[src/rtl/chc_pkg.sv]
package chc_pkg;

   localparam int unsigned BYTE_W     = 8;
   localparam int unsigned WORD_W     = 32;
   localparam int unsigned COUNT_W    = 5;
   localparam int unsigned STATUS_W   = 3;
   localparam int unsigned CSR_IDX_W  = 2;
   localparam int unsigned CSR_DATA_W = 8;

   localparam logic [WORD_W-1:0]  CRC_POLY        = 32'hedb8_8320;
   localparam logic [WORD_W-1:0]  CRC_INIT        = 32'hffff_ffff;
   localparam logic [BYTE_W-1:0]  HDR_VERSION     = 8'd2;
   localparam logic [COUNT_W-1:0] LAST_OFFSET     = 5'd23;
   localparam logic [COUNT_W-1:0] COUNT_MAX       = 5'd31;
   localparam logic [COUNT_W-1:0] MAGIC_LEN       = 5'd8;
   localparam logic [COUNT_W-1:0] CRC_LEN         = 5'd20;

   localparam logic [COUNT_W-1:0] OFS_VERSION    = 5'd8;
   localparam logic [COUNT_W-1:0] OFS_CONSTRAINT = 5'd9;
   localparam logic [COUNT_W-1:0] OFS_RATE_NUM   = 5'd10;
   localparam logic [COUNT_W-1:0] OFS_RATE_DEN   = 5'd11;
   localparam logic [COUNT_W-1:0] OFS_SIZE       = 5'd12;
   localparam logic [COUNT_W-1:0] OFS_PCRC       = 5'd16;
   localparam logic [COUNT_W-1:0] OFS_CHECK      = 5'd20;

   localparam logic [BYTE_W-1:0] MAGIC_BYTES [8] = '{
      8'h4a, 8'h58, 8'h53, 8'h54, 8'h45, 8'h47, 8'h32, 8'h00
   };

   localparam logic [CSR_DATA_W-1:0] CONSTRAINT_RESET = 8'd7;
   localparam logic [CSR_DATA_W-1:0] RATE_NUM_RESET   = 8'd1;
   localparam logic [CSR_DATA_W-1:0] RATE_DEN_RESET   = 8'd2;

   typedef enum logic [CSR_IDX_W-1:0] {
      CSR_CONSTRAINT_HEIGHT = 2'd0,
      CSR_RATE_NUMERATOR    = 2'd1,
      CSR_RATE_DENOMINATOR  = 2'd2
   } csr_index_type;

   typedef enum logic [STATUS_W-1:0] {
      STATUS_OK         = 3'd0,
      STATUS_WRONG_SIZE = 3'd1,
      STATUS_NOT_CARRIER = 3'd2,
      STATUS_INTEGRITY  = 3'd3,
      STATUS_FORMAT     = 3'd4
   } status_type;

   function automatic logic [WORD_W-1:0] crc_byte(input logic [WORD_W-1:0] crc,
                                                  input logic [BYTE_W-1:0] data);
      logic [WORD_W-1:0] c;
      c = crc ^ {{(WORD_W-BYTE_W){1'b0}}, data};
      for (int k = 0; k < BYTE_W; k++) begin
         c = (c >> 1) ^ (c[0] ? CRC_POLY : '0);
      end
      return c;
   endfunction

   function automatic logic [WORD_W-1:0] put_le(input logic [WORD_W-1:0] word,
                                                input logic [1:0] pos,
                                                input logic [BYTE_W-1:0] data);
      logic [WORD_W-1:0] w;
      w = word;
      unique case (pos)
         2'd0: w[7:0]   = data;
         2'd1: w[15:8]  = data;
         2'd2: w[23:16] = data;
         2'd3: w[31:24] = data;
         default: w = word;
      endcase
      return w;
   endfunction

endpackage

[src/rtl/chc_if.sv]
interface chc_req_if import chc_pkg::*; ();
   logic              valid;
   logic              ready;
   logic [BYTE_W-1:0] header_byte;
   logic              last_byte;

   modport source (output valid, output header_byte, output last_byte, input ready);
   modport sink   (input valid, input header_byte, input last_byte, output ready);
endinterface

interface chc_rsp_if import chc_pkg::*; ();
   logic                valid;
   logic                ready;
   logic [STATUS_W-1:0] status;
   logic [WORD_W-1:0]   body_size;
   logic [WORD_W-1:0]   body_crc;

   modport source (output valid, output status, output body_size, output body_crc,
                   input ready);
   modport sink   (input valid, input status, input body_size, input body_crc,
                   output ready);
endinterface

[src/rtl/carrier_header_checker_top.sv]
// A header's verdict is posted on the response channel once its final byte has passed
// the input register and then the result register.
// One header byte is taken per cycle; a waiting verdict stalls input only while the
// next final byte sits in the input register.
// Reset is synchronous and active high; it clears the header state and loads the
// format registers with their default values.
module carrier_header_checker_top import chc_pkg::*; (
   input  logic                  clock,
   input  logic                  reset,
   chc_req_if.sink               req_if,
   chc_rsp_if.source             rsp_if,
   input  logic                  csr_we,
   input  logic [CSR_IDX_W-1:0]  csr_index,
   input  logic [CSR_DATA_W-1:0] csr_wdata
);

   logic [CSR_DATA_W-1:0] constraint_ff, rate_num_ff, rate_den_ff;

   logic              s1_valid_ff;
   logic [BYTE_W-1:0] s1_byte_ff;
   logic              s1_last_ff;

   logic [COUNT_W-1:0] byte_count_ff, byte_count_in;
   logic [WORD_W-1:0]  crc_ff, crc_in;
   logic               magic_ff, magic_in;
   logic               format_ff, format_in;
   logic [WORD_W-1:0]  size_ff, size_in;
   logic [WORD_W-1:0]  pcrc_ff, pcrc_in;
   logic [WORD_W-1:0]  check_ff, check_in;

   logic                rsp_valid_ff;
   logic [STATUS_W-1:0] rsp_status_ff;
   logic [WORD_W-1:0]   rsp_size_ff, rsp_crc_ff;

   status_type status_in;
   logic       out_free;
   logic       s1_fire;
   logic       req_fire;

   assign out_free = !rsp_valid_ff || rsp_if.ready;
   assign s1_fire  = s1_valid_ff && (!s1_last_ff || out_free);
   assign req_if.ready = !s1_valid_ff || s1_fire;
   assign req_fire = req_if.valid && req_if.ready;

   assign rsp_if.valid     = rsp_valid_ff;
   assign rsp_if.status    = rsp_status_ff;
   assign rsp_if.body_size = rsp_size_ff;
   assign rsp_if.body_crc  = rsp_crc_ff;

   always_comb begin
      byte_count_in = (byte_count_ff < COUNT_MAX) ? byte_count_ff + 5'd1 : byte_count_ff;
      crc_in    = crc_ff;
      magic_in  = magic_ff;
      format_in = format_ff;
      size_in   = size_ff;
      pcrc_in   = pcrc_ff;
      check_in  = check_ff;

      if (byte_count_ff < MAGIC_LEN && s1_byte_ff != MAGIC_BYTES[byte_count_ff[2:0]]) begin
         magic_in = 1'b0;
      end
      if (byte_count_ff < CRC_LEN) begin
         crc_in = crc_byte(crc_ff, s1_byte_ff);
      end
      if ((byte_count_ff == OFS_VERSION && s1_byte_ff != HDR_VERSION) ||
          (byte_count_ff == OFS_CONSTRAINT && s1_byte_ff != constraint_ff) ||
          (byte_count_ff == OFS_RATE_NUM && s1_byte_ff != rate_num_ff) ||
          (byte_count_ff == OFS_RATE_DEN && s1_byte_ff != rate_den_ff)) begin
         format_in = 1'b0;
      end
      if (byte_count_ff >= OFS_SIZE && byte_count_ff < OFS_PCRC) begin
         size_in = put_le(size_ff, byte_count_ff[1:0], s1_byte_ff);
      end
      if (byte_count_ff >= OFS_PCRC && byte_count_ff < OFS_CHECK) begin
         pcrc_in = put_le(pcrc_ff, byte_count_ff[1:0], s1_byte_ff);
      end
      if (byte_count_ff >= OFS_CHECK && byte_count_ff <= LAST_OFFSET) begin
         check_in = put_le(check_ff, byte_count_ff[1:0], s1_byte_ff);
      end

      priority if (byte_count_ff != LAST_OFFSET) begin
         status_in = STATUS_WRONG_SIZE;
      end else if (!magic_in) begin
         status_in = STATUS_NOT_CARRIER;
      end else if (~crc_in != check_in) begin
         status_in = STATUS_INTEGRITY;
      end else if (!format_in) begin
         status_in = STATUS_FORMAT;
      end else begin
         status_in = STATUS_OK;
      end
   end

   always_ff @(posedge clock) begin
      if (reset) begin
         constraint_ff <= CONSTRAINT_RESET;
         rate_num_ff   <= RATE_NUM_RESET;
         rate_den_ff   <= RATE_DEN_RESET;
      end else if (csr_we) begin
         unique case (csr_index)
            CSR_CONSTRAINT_HEIGHT: constraint_ff <= csr_wdata;
            CSR_RATE_NUMERATOR:    rate_num_ff   <= csr_wdata;
            CSR_RATE_DENOMINATOR:  rate_den_ff   <= csr_wdata;
            default: ;
         endcase
      end
   end

   always_ff @(posedge clock) begin
      if (reset) begin
         s1_valid_ff <= 1'b0;
      end else if (req_if.ready) begin
         s1_valid_ff <= req_if.valid;
      end
      if (req_fire) begin
         s1_byte_ff <= req_if.header_byte;
         s1_last_ff <= req_if.last_byte;
      end
   end

   always_ff @(posedge clock) begin
      if (reset || (s1_fire && s1_last_ff)) begin
         byte_count_ff <= '0;
         crc_ff        <= CRC_INIT;
         magic_ff      <= 1'b1;
         format_ff     <= 1'b1;
         size_ff       <= '0;
         pcrc_ff       <= '0;
         check_ff      <= '0;
      end else if (s1_fire) begin
         byte_count_ff <= byte_count_in;
         crc_ff        <= crc_in;
         magic_ff      <= magic_in;
         format_ff     <= format_in;
         size_ff       <= size_in;
         pcrc_ff       <= pcrc_in;
         check_ff      <= check_in;
      end
   end

   always_ff @(posedge clock) begin
      if (reset) begin
         rsp_valid_ff <= 1'b0;
      end else if (s1_fire && s1_last_ff) begin
         rsp_valid_ff <= 1'b1;
      end else if (rsp_if.ready) begin
         rsp_valid_ff <= 1'b0;
      end
      if (s1_fire && s1_last_ff) begin
         rsp_status_ff <= status_in;
         rsp_size_ff   <= (status_in == STATUS_OK) ? size_in : '0;
         rsp_crc_ff    <= (status_in == STATUS_OK) ? pcrc_in : '0;
      end
   end

   assert property (@(posedge clock) disable iff (reset)
      rsp_valid_ff |-> (rsp_status_ff == STATUS_OK || rsp_status_ff == STATUS_WRONG_SIZE ||
                        rsp_status_ff == STATUS_NOT_CARRIER ||
                        rsp_status_ff == STATUS_INTEGRITY || rsp_status_ff == STATUS_FORMAT))
      else $error("Response status out of range.");

   assert property (@(posedge clock) disable iff (reset)
      rsp_valid_ff && rsp_status_ff != STATUS_OK |-> rsp_size_ff == '0 && rsp_crc_ff == '0)
      else $error("Failed verdict carries nonzero payload fields.");

   assert property (@(posedge clock) disable iff (reset)
      s1_fire && s1_last_ff |=> byte_count_ff == '0 && rsp_valid_ff)
      else $error("Final byte did not restart the header and post a verdict.");

   assert property (@(posedge clock) disable iff (reset)
      byte_count_ff == '0 |-> crc_ff == CRC_INIT && magic_ff && format_ff)
      else $error("Header state not cleared at the start of a header.");

   assert property (@(posedge clock) disable iff (reset)
      rsp_valid_ff && !rsp_if.ready && s1_valid_ff && s1_last_ff |-> !s1_fire)
      else $error("Verdict overwritten while the previous one waits.");

endmodule
[src/flat_wrapper.sv]
// flat-port wrapper written by rule: the top's interface ports become plain ports
module carrier_header_checker_top_flat import chc_pkg::*;
  (clock, reset, csr_we, csr_index, csr_wdata, req_if_valid, req_if_header_byte, req_if_last_byte, req_if_ready, rsp_if_valid, rsp_if_status, rsp_if_body_size, rsp_if_body_crc, rsp_if_ready);
  chc_req_if req_if_i ();
  chc_rsp_if rsp_if_i ();
  input  logic clock;
  input  logic reset;
  input  logic csr_we;
  input  logic [CSR_IDX_W-1:0] csr_index;
  input  logic [CSR_DATA_W-1:0] csr_wdata;
  input wire logic [$bits(req_if_i.valid)-1:0] req_if_valid;
  input wire logic [$bits(req_if_i.header_byte)-1:0] req_if_header_byte;
  input wire logic [$bits(req_if_i.last_byte)-1:0] req_if_last_byte;
  output wire logic [$bits(req_if_i.ready)-1:0] req_if_ready;
  output wire logic [$bits(rsp_if_i.valid)-1:0] rsp_if_valid;
  output wire logic [$bits(rsp_if_i.status)-1:0] rsp_if_status;
  output wire logic [$bits(rsp_if_i.body_size)-1:0] rsp_if_body_size;
  output wire logic [$bits(rsp_if_i.body_crc)-1:0] rsp_if_body_crc;
  input wire logic [$bits(rsp_if_i.ready)-1:0] rsp_if_ready;
  assign req_if_i.valid = req_if_valid;
  assign req_if_i.header_byte = req_if_header_byte;
  assign req_if_i.last_byte = req_if_last_byte;
  assign req_if_ready = req_if_i.ready;
  assign rsp_if_valid = rsp_if_i.valid;
  assign rsp_if_status = rsp_if_i.status;
  assign rsp_if_body_size = rsp_if_i.body_size;
  assign rsp_if_body_crc = rsp_if_i.body_crc;
  assign rsp_if_i.ready = rsp_if_ready;
  carrier_header_checker_top u_core (.clock(clock), .reset(reset), .req_if(req_if_i), .rsp_if(rsp_if_i), .csr_we(csr_we), .csr_index(csr_index), .csr_wdata(csr_wdata));
endmodule
[config.mk]
export PLATFORM = sky130hd
export DESIGN_NAME = carrier_header_checker_top_flat
export DESIGN_NICKNAME = d
export VERILOG_FILES = /design/src/rtl/chc_pkg.sv /design/src/rtl/chc_if.sv /design/src/rtl/carrier_header_checker_top.sv /design/src/flat_wrapper.sv
export SDC_FILE = /design/constraint.sdc
export NUM_CORES = 1
export LEC_CHECK = 0
export BUFFER_PORTS_ARGS = -buffer_cell sky130_fd_sc_hd__buf_2
export CORE_MARGIN = 8
export CORE_UTILIZATION = 65
export DETAILED_ROUTE_END_ITERATION = 7
export GPL_TIMING_DRIVEN = 0
export PLACE_DENSITY = 0.85
export SLEW_MARGIN = 0
export SYNTH_ARGS = -nofsm -noshare
export SYNTH_HDL_FRONTEND = slang
export SYNTH_SLANG_ARGS = --single-unit
[constraint.sdc]
create_clock -name clock -period 6.7 [get_ports clock]
set_input_delay 0 -clock clock [delete_from_list [all_inputs] [get_ports clock]]
set_output_delay 0 -clock clock [all_outputs]
set_load 0.02 [all_outputs]
==> results.ini, run 1 <==
[status]
status = completed

[timing]
finalHoldViolations = 0
slew_violations = 0
tightest_slew_ns = 1.13
holdWs_ns = 0.0617
fin_crit_sh_pct = 69.1
skew_ns = 0.0252
period_minus_slack_ns = 4.63
fmax_ghz = 0.216
rsz0062_at_grt = false
tns_ns = 0
slew_headroom_pct = 24.3
fin_ws_ns = 2.07
setup_viol = 0

[route]
vias_per_cell = 6.14
drt-pass1-iter-count = 6
wl_per_cell_um = 20.7
drtIter0Drc = 1104
drtAntennaViolNets = 0
drt-total-wl_mm = 33.8
vias = 10000
drcViolationCount = 0

[global_route]
grt_pass1_vias = 9760
grt_use_total_pct = 28.1
grt_max_degree = 42
antenna_found_initial = 0
grt_first_pass_wirelength_mm = 52.5
overflow = 0

[final_layout]
drive_gt1_share_pct = 13.8
fillers = 1186
layout.nets = 1411
seqCellArea_sq_um = 5510
multi_input_area_sq_um = 6130
antenna_cells = 0
fin_area_sq_um = 13800
post-route-util_pct = 76.5
flow.area_growth_from_synthesis_pct = 14.9

[clock_network]
max-clock-path-buffers = 3
cts_resized = 0
root_buffer = clkbuf_16
cts_tree = yes
cts_buffers = 25
htree_num_levels = 1
clk_pin_slew_ns = 0.06
cts.sink_count = 237
clk_latency_ns = 0.53

[yosys]
ys.flop_type = dfxtp_1
synth.top_cells.by_area = dfxtp_1 27%, edfxtp_1 19%, mux2i_1 10%
yosys.area_share.adder_pct = 0.415
synth.area.mux_share_pct = 10.5
synthXorXnorAreaFrac_pct = 12.8
synthTopCellsByCount = 236 x nand2_1, 161 x dfxtp_1, 123 x mux2i_1
synth_top_family_by_area = simple AND/OR/NAND/NOR gates
synth_cell_types = 53
synthSimpleGateAreaFrac_pct = 18.3
synth-edff-count = 76
ys_warn_count = 0
syn_avg_cell_area_sq_um = 9.69
synth_compound_area_share_pct = 8.94
synth_top_area_share_pct = 26.8
async_flop_share_pct = 0
synth_cells = 1243
synth_most_common_cell = nand2_1
syn-num-nets = 1271
syn_area_sq_um = 12000
ys_ff_latch = 237
seq_area_frac_synth_pct = 45.7
synth_top_cell_by_area = dfxtp_1

[floorplan]
die-height_um = 152
die_area_sq_um = 23100
pin_count = 93
chipWidth_um = 152
core_sq_um = 18100
start_util_pct = 66.6
rows = 49

[setup_path]
crit_path_max_fanout = 10
cp-start-kind = register
end_kind = register
worst-endpoint-arrival_ns = 4.93
worstPathRequired_ns = 7.00
crit_type = register to register

[placement]
pre_cts_ws_ns = 2.25
post_dp_cell_area_sq_um = 12800
io_buffers = 91
place_congestion = 0.950
hpwl_mm = 23.3

[power_and_ir_drop]
powerDensity_nw_per_um2 = 264
p_leak_nw = 5.52
peakVddDrop_uv = 223

[worst_hold_path]
min_path_type = primary input to register

[flow_run]
drv_cap = 0

-- routing by layer --
metal | track usage [%] | vias up | share of wire [%] | wire (um)
li1 | - | 4614 | - | -
met1 | 36.4 | 4780 | 41 | 13700
met2 | 46.5 | 516 | 47 | 16000
met3 | 4.91 | 101 | 8.8 | 2970
met4 | 10.2 | 0 | 3.4 | 1150
met5 | 0 | - | 0 | 0
-- critical path: stages (launching register included) --
cell,delay (ns)
dfxtp_1,0.30
clkbuf_1,0.22
o21ai_1,0.47
clkbuf_1,0.47
clkbuf_1,0.52
buf_1,0.45
a21oi_1,0.24
nor3_1,0.36
o2111ai_1,0.25
or3_1,0.47
buf_2,0.28
a211oi_1,0.35
-- cell families after synthesis --
kind of cell               after synthesis
AOI/OAI and AO/OA                      179
xor gates and xnor gates               141
adders and majority gates                4
muxes                                  126
buffers and inverters                   99
DFF                                    237
and+or+nand+nor                        457
-- power by group --
group	internal, mW	switching (mW)	leakage (nW)
sequential	1.51	0.0371	2.14
combinational	0.303	0.408	2.99
clock	0.822	0.576	0.393
total	2.64	1.02	5.52
-- sequential cells by signal, summed over array words and instances, names as in the netlist, 32 cells and up --
name and cells:
u_core.check_ff 32, u_core.crc_ff 32, u_core.pcrc_ff 32, u_core.rsp_if.body_crc 32
u_core.rsp_if.body_size 32, u_core.size_ff 32
-- cell usage in the layout, fill, tap and decap left out, types with 4 or more instances in the layout --
cell and n:
dfxtp_1 161, clkinv_1 6, nor2_1 67, nand3_1 33, clkbuf_16 25, nor3_2 40, inv_1 7, xnor2_2 8
xor2_1 30, edfxtp_1 76, mux2i_1 123, nand2_1 236, nor2b_1 5, o211ai_1 27, buf_1 13, and3_1 5
xnor2_4 4, a211o_1 5, nand3b_1 8, nor3_1 28, a211oi_1 11, a21oi_1 97, buf_6 4, o21ai_0 18
ha_1 4, clkbuf_1 75, xnor3_1 10, and2_1 7, buf_2 96, xnor2_1 87, dlygate4sd3_1 21, nand4_1 13
-- repair_timing --
action | 4_1_cts | 5_1_grt
endpoints found under the hold margin | 35 | 0
buffers inserted | 0 | 0
hold buffers | 21 | 0
-- area by class of cell --
cell class	instances	area share [%]
multi-input cells	907	44.3
clock buffers	32	4.86
clock inverters	14	1.06
repair buffers	113	4.95
plain buffers	92	2.76
flip-flops and latches	237	39.8
well taps	229	2.07
inverters	7	0.190
-- path summary, 6_finish.rpt --
kind,startpoint,to,slack [ns],cells after the start
worst min-delay path,reset,u_core.rate_num_ff[0],0.06,2
worst max register to register,u_core.byte_count_ff[3],u_core.rsp_if.status[2],2.07,11
worst min register to register,u_core.size_ff[26],u_core.size_ff[26],0.46,2
worst max-delay path,u_core.byte_count_ff[3],u_core.rsp_if.status[2],2.07,11
-- per-stage QoR --
stage / cells / power (mW)
floorplan: 1243 / 2.08
global placement: 1563 / 2.25
detailed placement: 1564 / 2.25
CTS: 1631 / 3.63
global route: 1631 / 3.75
finish: 1631 / 3.66
No activity file was read; power rests on OpenSTA's default activity.
==> inputs of run 2 (changes only) <==
- CORE_UTILIZATION: 65 -> 61
- PLACE_DENSITY: 0.85 -> 0.81
- clock period: 6.7 -> 4.6 ns (I/O delays scaled with it)
==> results.ini, run 2 (synthesis gave the netlist of run 1 again) <==
[setup_path]
slowest_delay_ns = 0.53
cp-start-kind = register
crit_top_cell = buf_2
crit_type = register to register
crit_path_max_fanout = 10
worstPathRequired_ns = 4.95
crit_chain = clkbuf_2, inv_1, ha_1, clkbuf_1, nand3_1, buf_2, mux2i_2, xor2_1, o2111ai_1, a2111oi_2, nand4b_1, or3_1, buf_2, buf_6, nor3_2
worst-endpoint-arrival_ns = 4.72
critPathBufInv = 6
end_kind = register
cp_top_family = buffers and inverters
slowest_stage = a2111oi_2

[timing]
slew_headroom_pct = 23.3
tightest_slew_ns = 1.15
period_minus_slack_ns = 4.37
skew_ns = 0.0190
fin_ws_ns = 0.231
slew_violations = 0
fin_crit_sh_pct = 95.0
setup_viol = 0
tns_ns = 0
fmax_ghz = 0.229
rsz0062_at_grt = false
finalHoldViolations = 0

[route]
drtAntennaViolNets = 0
vias_per_cell = 5.90
drt-pass1-iter-count = 6
wl_per_cell_um = 19.7
drt-total-wl_mm = 32.8
vias = 9828
drtIter0Drc = 1048
drcViolationCount = 0

[placement]
pre_cts_ws_ns = 0.0997
place_congestion = 0.959
hpwl_mm = 23.0
io_buffers = 91
post_dp_cell_area_sq_um = 12900

[final_layout]
final_cell_mix = 236 x nand2_1, 161 x dfxtp_1, 121 x mux2i_1
drive_gt1_share_pct = 14.5
antenna_cells = 0
post-route-util_pct = 71.5
flow.area_growth_from_synthesis_pct = 15.1
fillers = 1477
layout.nets = 1410
layout_commonest_cell = nand2_1
fin_area_sq_um = 13900

[global_route]
grt_first_pass_wirelength_mm = 51.3
antenna_found_initial = 0
grt_max_degree = 48
overflow = 0
grt_pass1_vias = 9474
grt_use_total_pct = 26.7

[power_and_ir_drop]
combPwrFrac_pct = 19.6
intPower_mw = 3.76
p_leak_nw = 5.50
p_switching_mw = 1.48
pwr-share-clk_pct = 37.3
sw_frac_of_total_pct = 28.3
fin_total_pwr_mw = 5.24
powerDensity_nw_per_um2 = 378
peakVddDrop_uv = 327
power_frac_seq_pct = 43.0

[clock_network]
max-clock-path-buffers = 3
cts_tree = yes
htree_num_levels = 1
cts.sink_count = 237
clk_latency_ns = 0.53
clk_pin_slew_ns = 0.06
root_buffer = clkbuf_16
cts_buffers = 25

[worst_hold_path]
min_path_type = primary input to register

[floorplan]
chipWidth_um = 157
core_sq_um = 19400
rows = 51
pin_count = 93
start_util_pct = 62.1
die-height_um = 157
die_area_sq_um = 24500

[flow_run]
drv_cap = 0

[status]
status = completed

## run 2: changes by cell type in the layout (fill, tap and decap cells not counted), sizes merged
cell / previous run / this run
clkbuf: 102 / 98
clkinv: 8 / 9
bufinv: 3 / 2
clkinvlp: 2 / 4
## run 2: what timing repair did
item / CTS / global route
resized for setup: 0 / 6
endpoints found under the setup margin: 0 / 66
buffers inserted: 0 / 0
hold buffers: 21 / 0
endpoints found under the hold margin: 35 / 0
## run 2: final cells by class
cell class	instances	area, sq um	share of cell area, %
Sequential cell	237	5510	39.7
Multi-Input combinational cell	907	6140	44.3
Timing Repair Buffer	113	686	4.95
Tap cell	265	332	2.39
Buffer	91	380	2.74
Clock buffer	29	641	4.62
Clock inverter	16	149	1.07
Inverter	7	26.3	0.190
## run 2: per-layer routing
layer  wire length, um  global-route usage, %  up-vias
met5                 0                      0        -
met4               984                   8.92        0
met3              3280                   5.41       78
met2             15300                   43.5      496
met1             13300                   34.8     4650
li1                  -                      -     4604
## run 2: final timing paths
check	from	to	slack, ns	cells past startpoint
max	u_core.byte_count_ff[1]	u_core.rsp_if.body_crc[19]	0.23	15
min reg2reg	u_core.pcrc_ff[0]	u_core.pcrc_ff[0]	0.45	2
max reg2reg	u_core.byte_count_ff[1]	u_core.rsp_if.body_crc[19]	0.23	15
min	reset	u_core.constraint_ff[1]	0.07	2
## run 2: stage by stage
stage / hold slack [ns] / cells
after floorplan: 0.0989 / 1243
after global placement: 0.177 / 1599
after detailed placement: 0.179 / 1600
after CTS: 0.0761 / 1666
after global routing: 0.0791 / 1665
final: 0.0677 / 1665
## run 2: power groups by stage
stage / Clock [mW] / Sequential [mW] / Combinational [mW]
floorplan: 0 / 2.29 / 0.745
global placement: 0 / 2.30 / 0.972
detailed placement: 0 / 2.30 / 0.982
CTS: 1.96 / 2.25 / 1.00
global route: 2.05 / 2.26 / 1.09
finish: 1.96 / 2.26 / 1.03
==> inputs of run 3 (changes only) <==
- CORE_UTILIZATION: 61 -> 63
- CTS_BUF_LIST: default -> sky130_fd_sc_hd__clkbuf_4 sky130_fd_sc_hd__clkbuf_8
- PLACE_DENSITY: 0.81 -> 0.83
==> results.ini, run 3 (synthesis gave the netlist of run 1 again) <==
[setup_path]
r2r_end = u_core.rsp_if.body_crc[0]
crit_path_max_fanout = 10
r2r_slack_ns = 0.17
r2r_start = u_core.byte_count_ff[0]
crit_type = register to register
worstPathRequired_ns = 4.97
reg2reg_depth = 14
end_kind = register
cp-start-kind = register
worst-endpoint-arrival_ns = 4.80

[power_and_ir_drop]
powerDensity_nw_per_um2 = 379
peakVddDrop_uv = 303
fin_total_pwr_mw = 5.26
p_leak_nw = 5.57

[route]
wl_per_cell_um = 20.4
drcViolationCount = 0
drt-pass1-iter-count = 5
drtAntennaViolNets = 0
vias_per_cell = 5.99
drtIter0Drc = 1126
vias = 9963
drt-total-wl_mm = 33.8

[final_layout]
flow.area_growth_from_synthesis_pct = 15.2
antenna_cells = 0
final_cell_mix = 236 x nand2_1, 161 x dfxtp_1, 122 x mux2i_1
drive_gt1_share_pct = 16.3
layout_commonest_cell = nand2_1
layout.nets = 1425

[global_route]
antenna_found_initial = 0
grt_max_degree = 48
grt_use_total_pct = 27.7
grt_first_pass_wirelength_mm = 52.1
grt_pass1_vias = 9564
overflow = 0

[timing]
finalHoldViolations = 0
fmax_ghz = 0.226
tightest_slew_ns = 1.16
slew_headroom_pct = 22.0
period_minus_slack_ns = 4.43
setup_viol = 0
fin_ws_ns = 0.173
slew_violations = 0
fin_crit_sh_pct = 96.2
holdWs_ns = 0.166
tns_ns = 0
rsz0062_at_grt = false
skew_ns = 0.0136

[floorplan]
chipWidth_um = 154
pin_count = 93
die-height_um = 154
start_util_pct = 64.2
core_sq_um = 18800
die_area_sq_um = 23800
rows = 50

[worst_hold_path]
whs_path_depth = 5
hold_path_end = u_core.constraint_ff[3]
hold_start = csr_index[0]
min_path_type = primary input to register

[clock_network]
max-clock-path-buffers = 3
clk_pin_slew_ns = 0.07
htree_num_levels = 2
cts.sink_count = 237
root_buffer = clkbuf_8
cts_buffers = 39
clk_latency_ns = 0.55
cts_tree = yes

[placement]
hpwl_mm = 22.9
place_congestion = 1.00
io_buffers = 91
pre_cts_ws_ns = 0.0796

[status]
status = completed

[flow_run]
drv_cap = 0

-- run 3: cell count changes in the layout (fill, tap and decap cells not counted), sizes merged --
| cell | delta |
|---|---|
| dlygate4sd3 | +1 |
| buf | -1 |
| clkinv | -5 |
| bufinv | -1 |
| clkinvlp | -2 |
| clkbuf | +36 |
-- run 3: worst max-delay path by stage --
| stage | startpoint | to | slack, ns |
|---|---|---|---|
| 2_1_floorplan | u_core.byte_count_ff[1] | u_core.rsp_if.body_crc[0] | 1.10 |
| 3_3_place_gp | u_core.byte_count_ff[1] | u_core.rsp_if.body_crc[27] | 0.12 |
| 3_5_place_dp | u_core.byte_count_ff[1] | u_core.rsp_if.body_crc[20] | 0.08 |
| 4_1_cts | u_core.byte_count_ff[1] | u_core.rsp_if.body_crc[6] | 0.02 |
| 5_1_grt | u_core.byte_count_ff[0] | u_core.rsp_if.body_crc[0] | 0.03 |
| 6_report | u_core.byte_count_ff[0] | u_core.rsp_if.body_crc[0] | 0.17 |
-- run 3: report_power, final --
part | switching [mW] | internal, mW
Sequential | 0.0556 | 2.20
Combinational | 0.595 | 0.442
Clock | 0.867 | 1.10
Total | 1.52 | 3.74
-- run 3: layer usage --
layer	global-route usage (%)	part of all wire, %
met5	0	0
met3	6.88	9.3
met4	9.01	2.7
met2	45.4	47
met1	35.2	41
-- run 3: stage by stage --
stage	instance area, sq um	std cells	utilization (%)
after detailed placement	12800	1569	68.3
after global placement	12800	1568	68.2
after global routing	13900	1662	73.9
final	13900	1662	73.9
after floorplan	12000	1243	-
after CTS	13900	1663	73.9
-- run 3: what timing repair did --
item / in CTS / in global routing
buffers inserted: 0 / 0
hold buffers: 22 / 0
endpoints found under the hold margin: 35 / 0
gates resized for setup: 0 / 7
endpoints found under the setup margin: 0 / 66
-- run 3: final cells by class --
| cell class | count | area (sq um) |
|---|---|---|
| tap | 234 | 293 |
| multi-input combinational | 907 | 6140 |
| inverter | 7 | 26.3 |
| buffer | 91 | 383 |
| clock buffer | 64 | 749 |
| timing repair buffer | 114 | 696 |
| sequential | 237 | 5510 |
| fill | 1324 | 4890 |
| clock inverter | 8 | 82.6 |
-- run 3: worst max-delay path: stages, from the launching register on --
cell and delay [ns]:
dfxtp_1 0.33, ha_1 0.19, clkbuf_1 0.28, nand3b_1 0.33, nand3_1 0.13, buf_2 0.31
mux2i_1 0.53, xor2_1 0.12, a2bb2oi_1 0.18, a2111oi_2 0.46, nand4b_1 0.17, or3_1 0.46
buf_2 0.28, buf_6 0.20, nor3_2 0.26
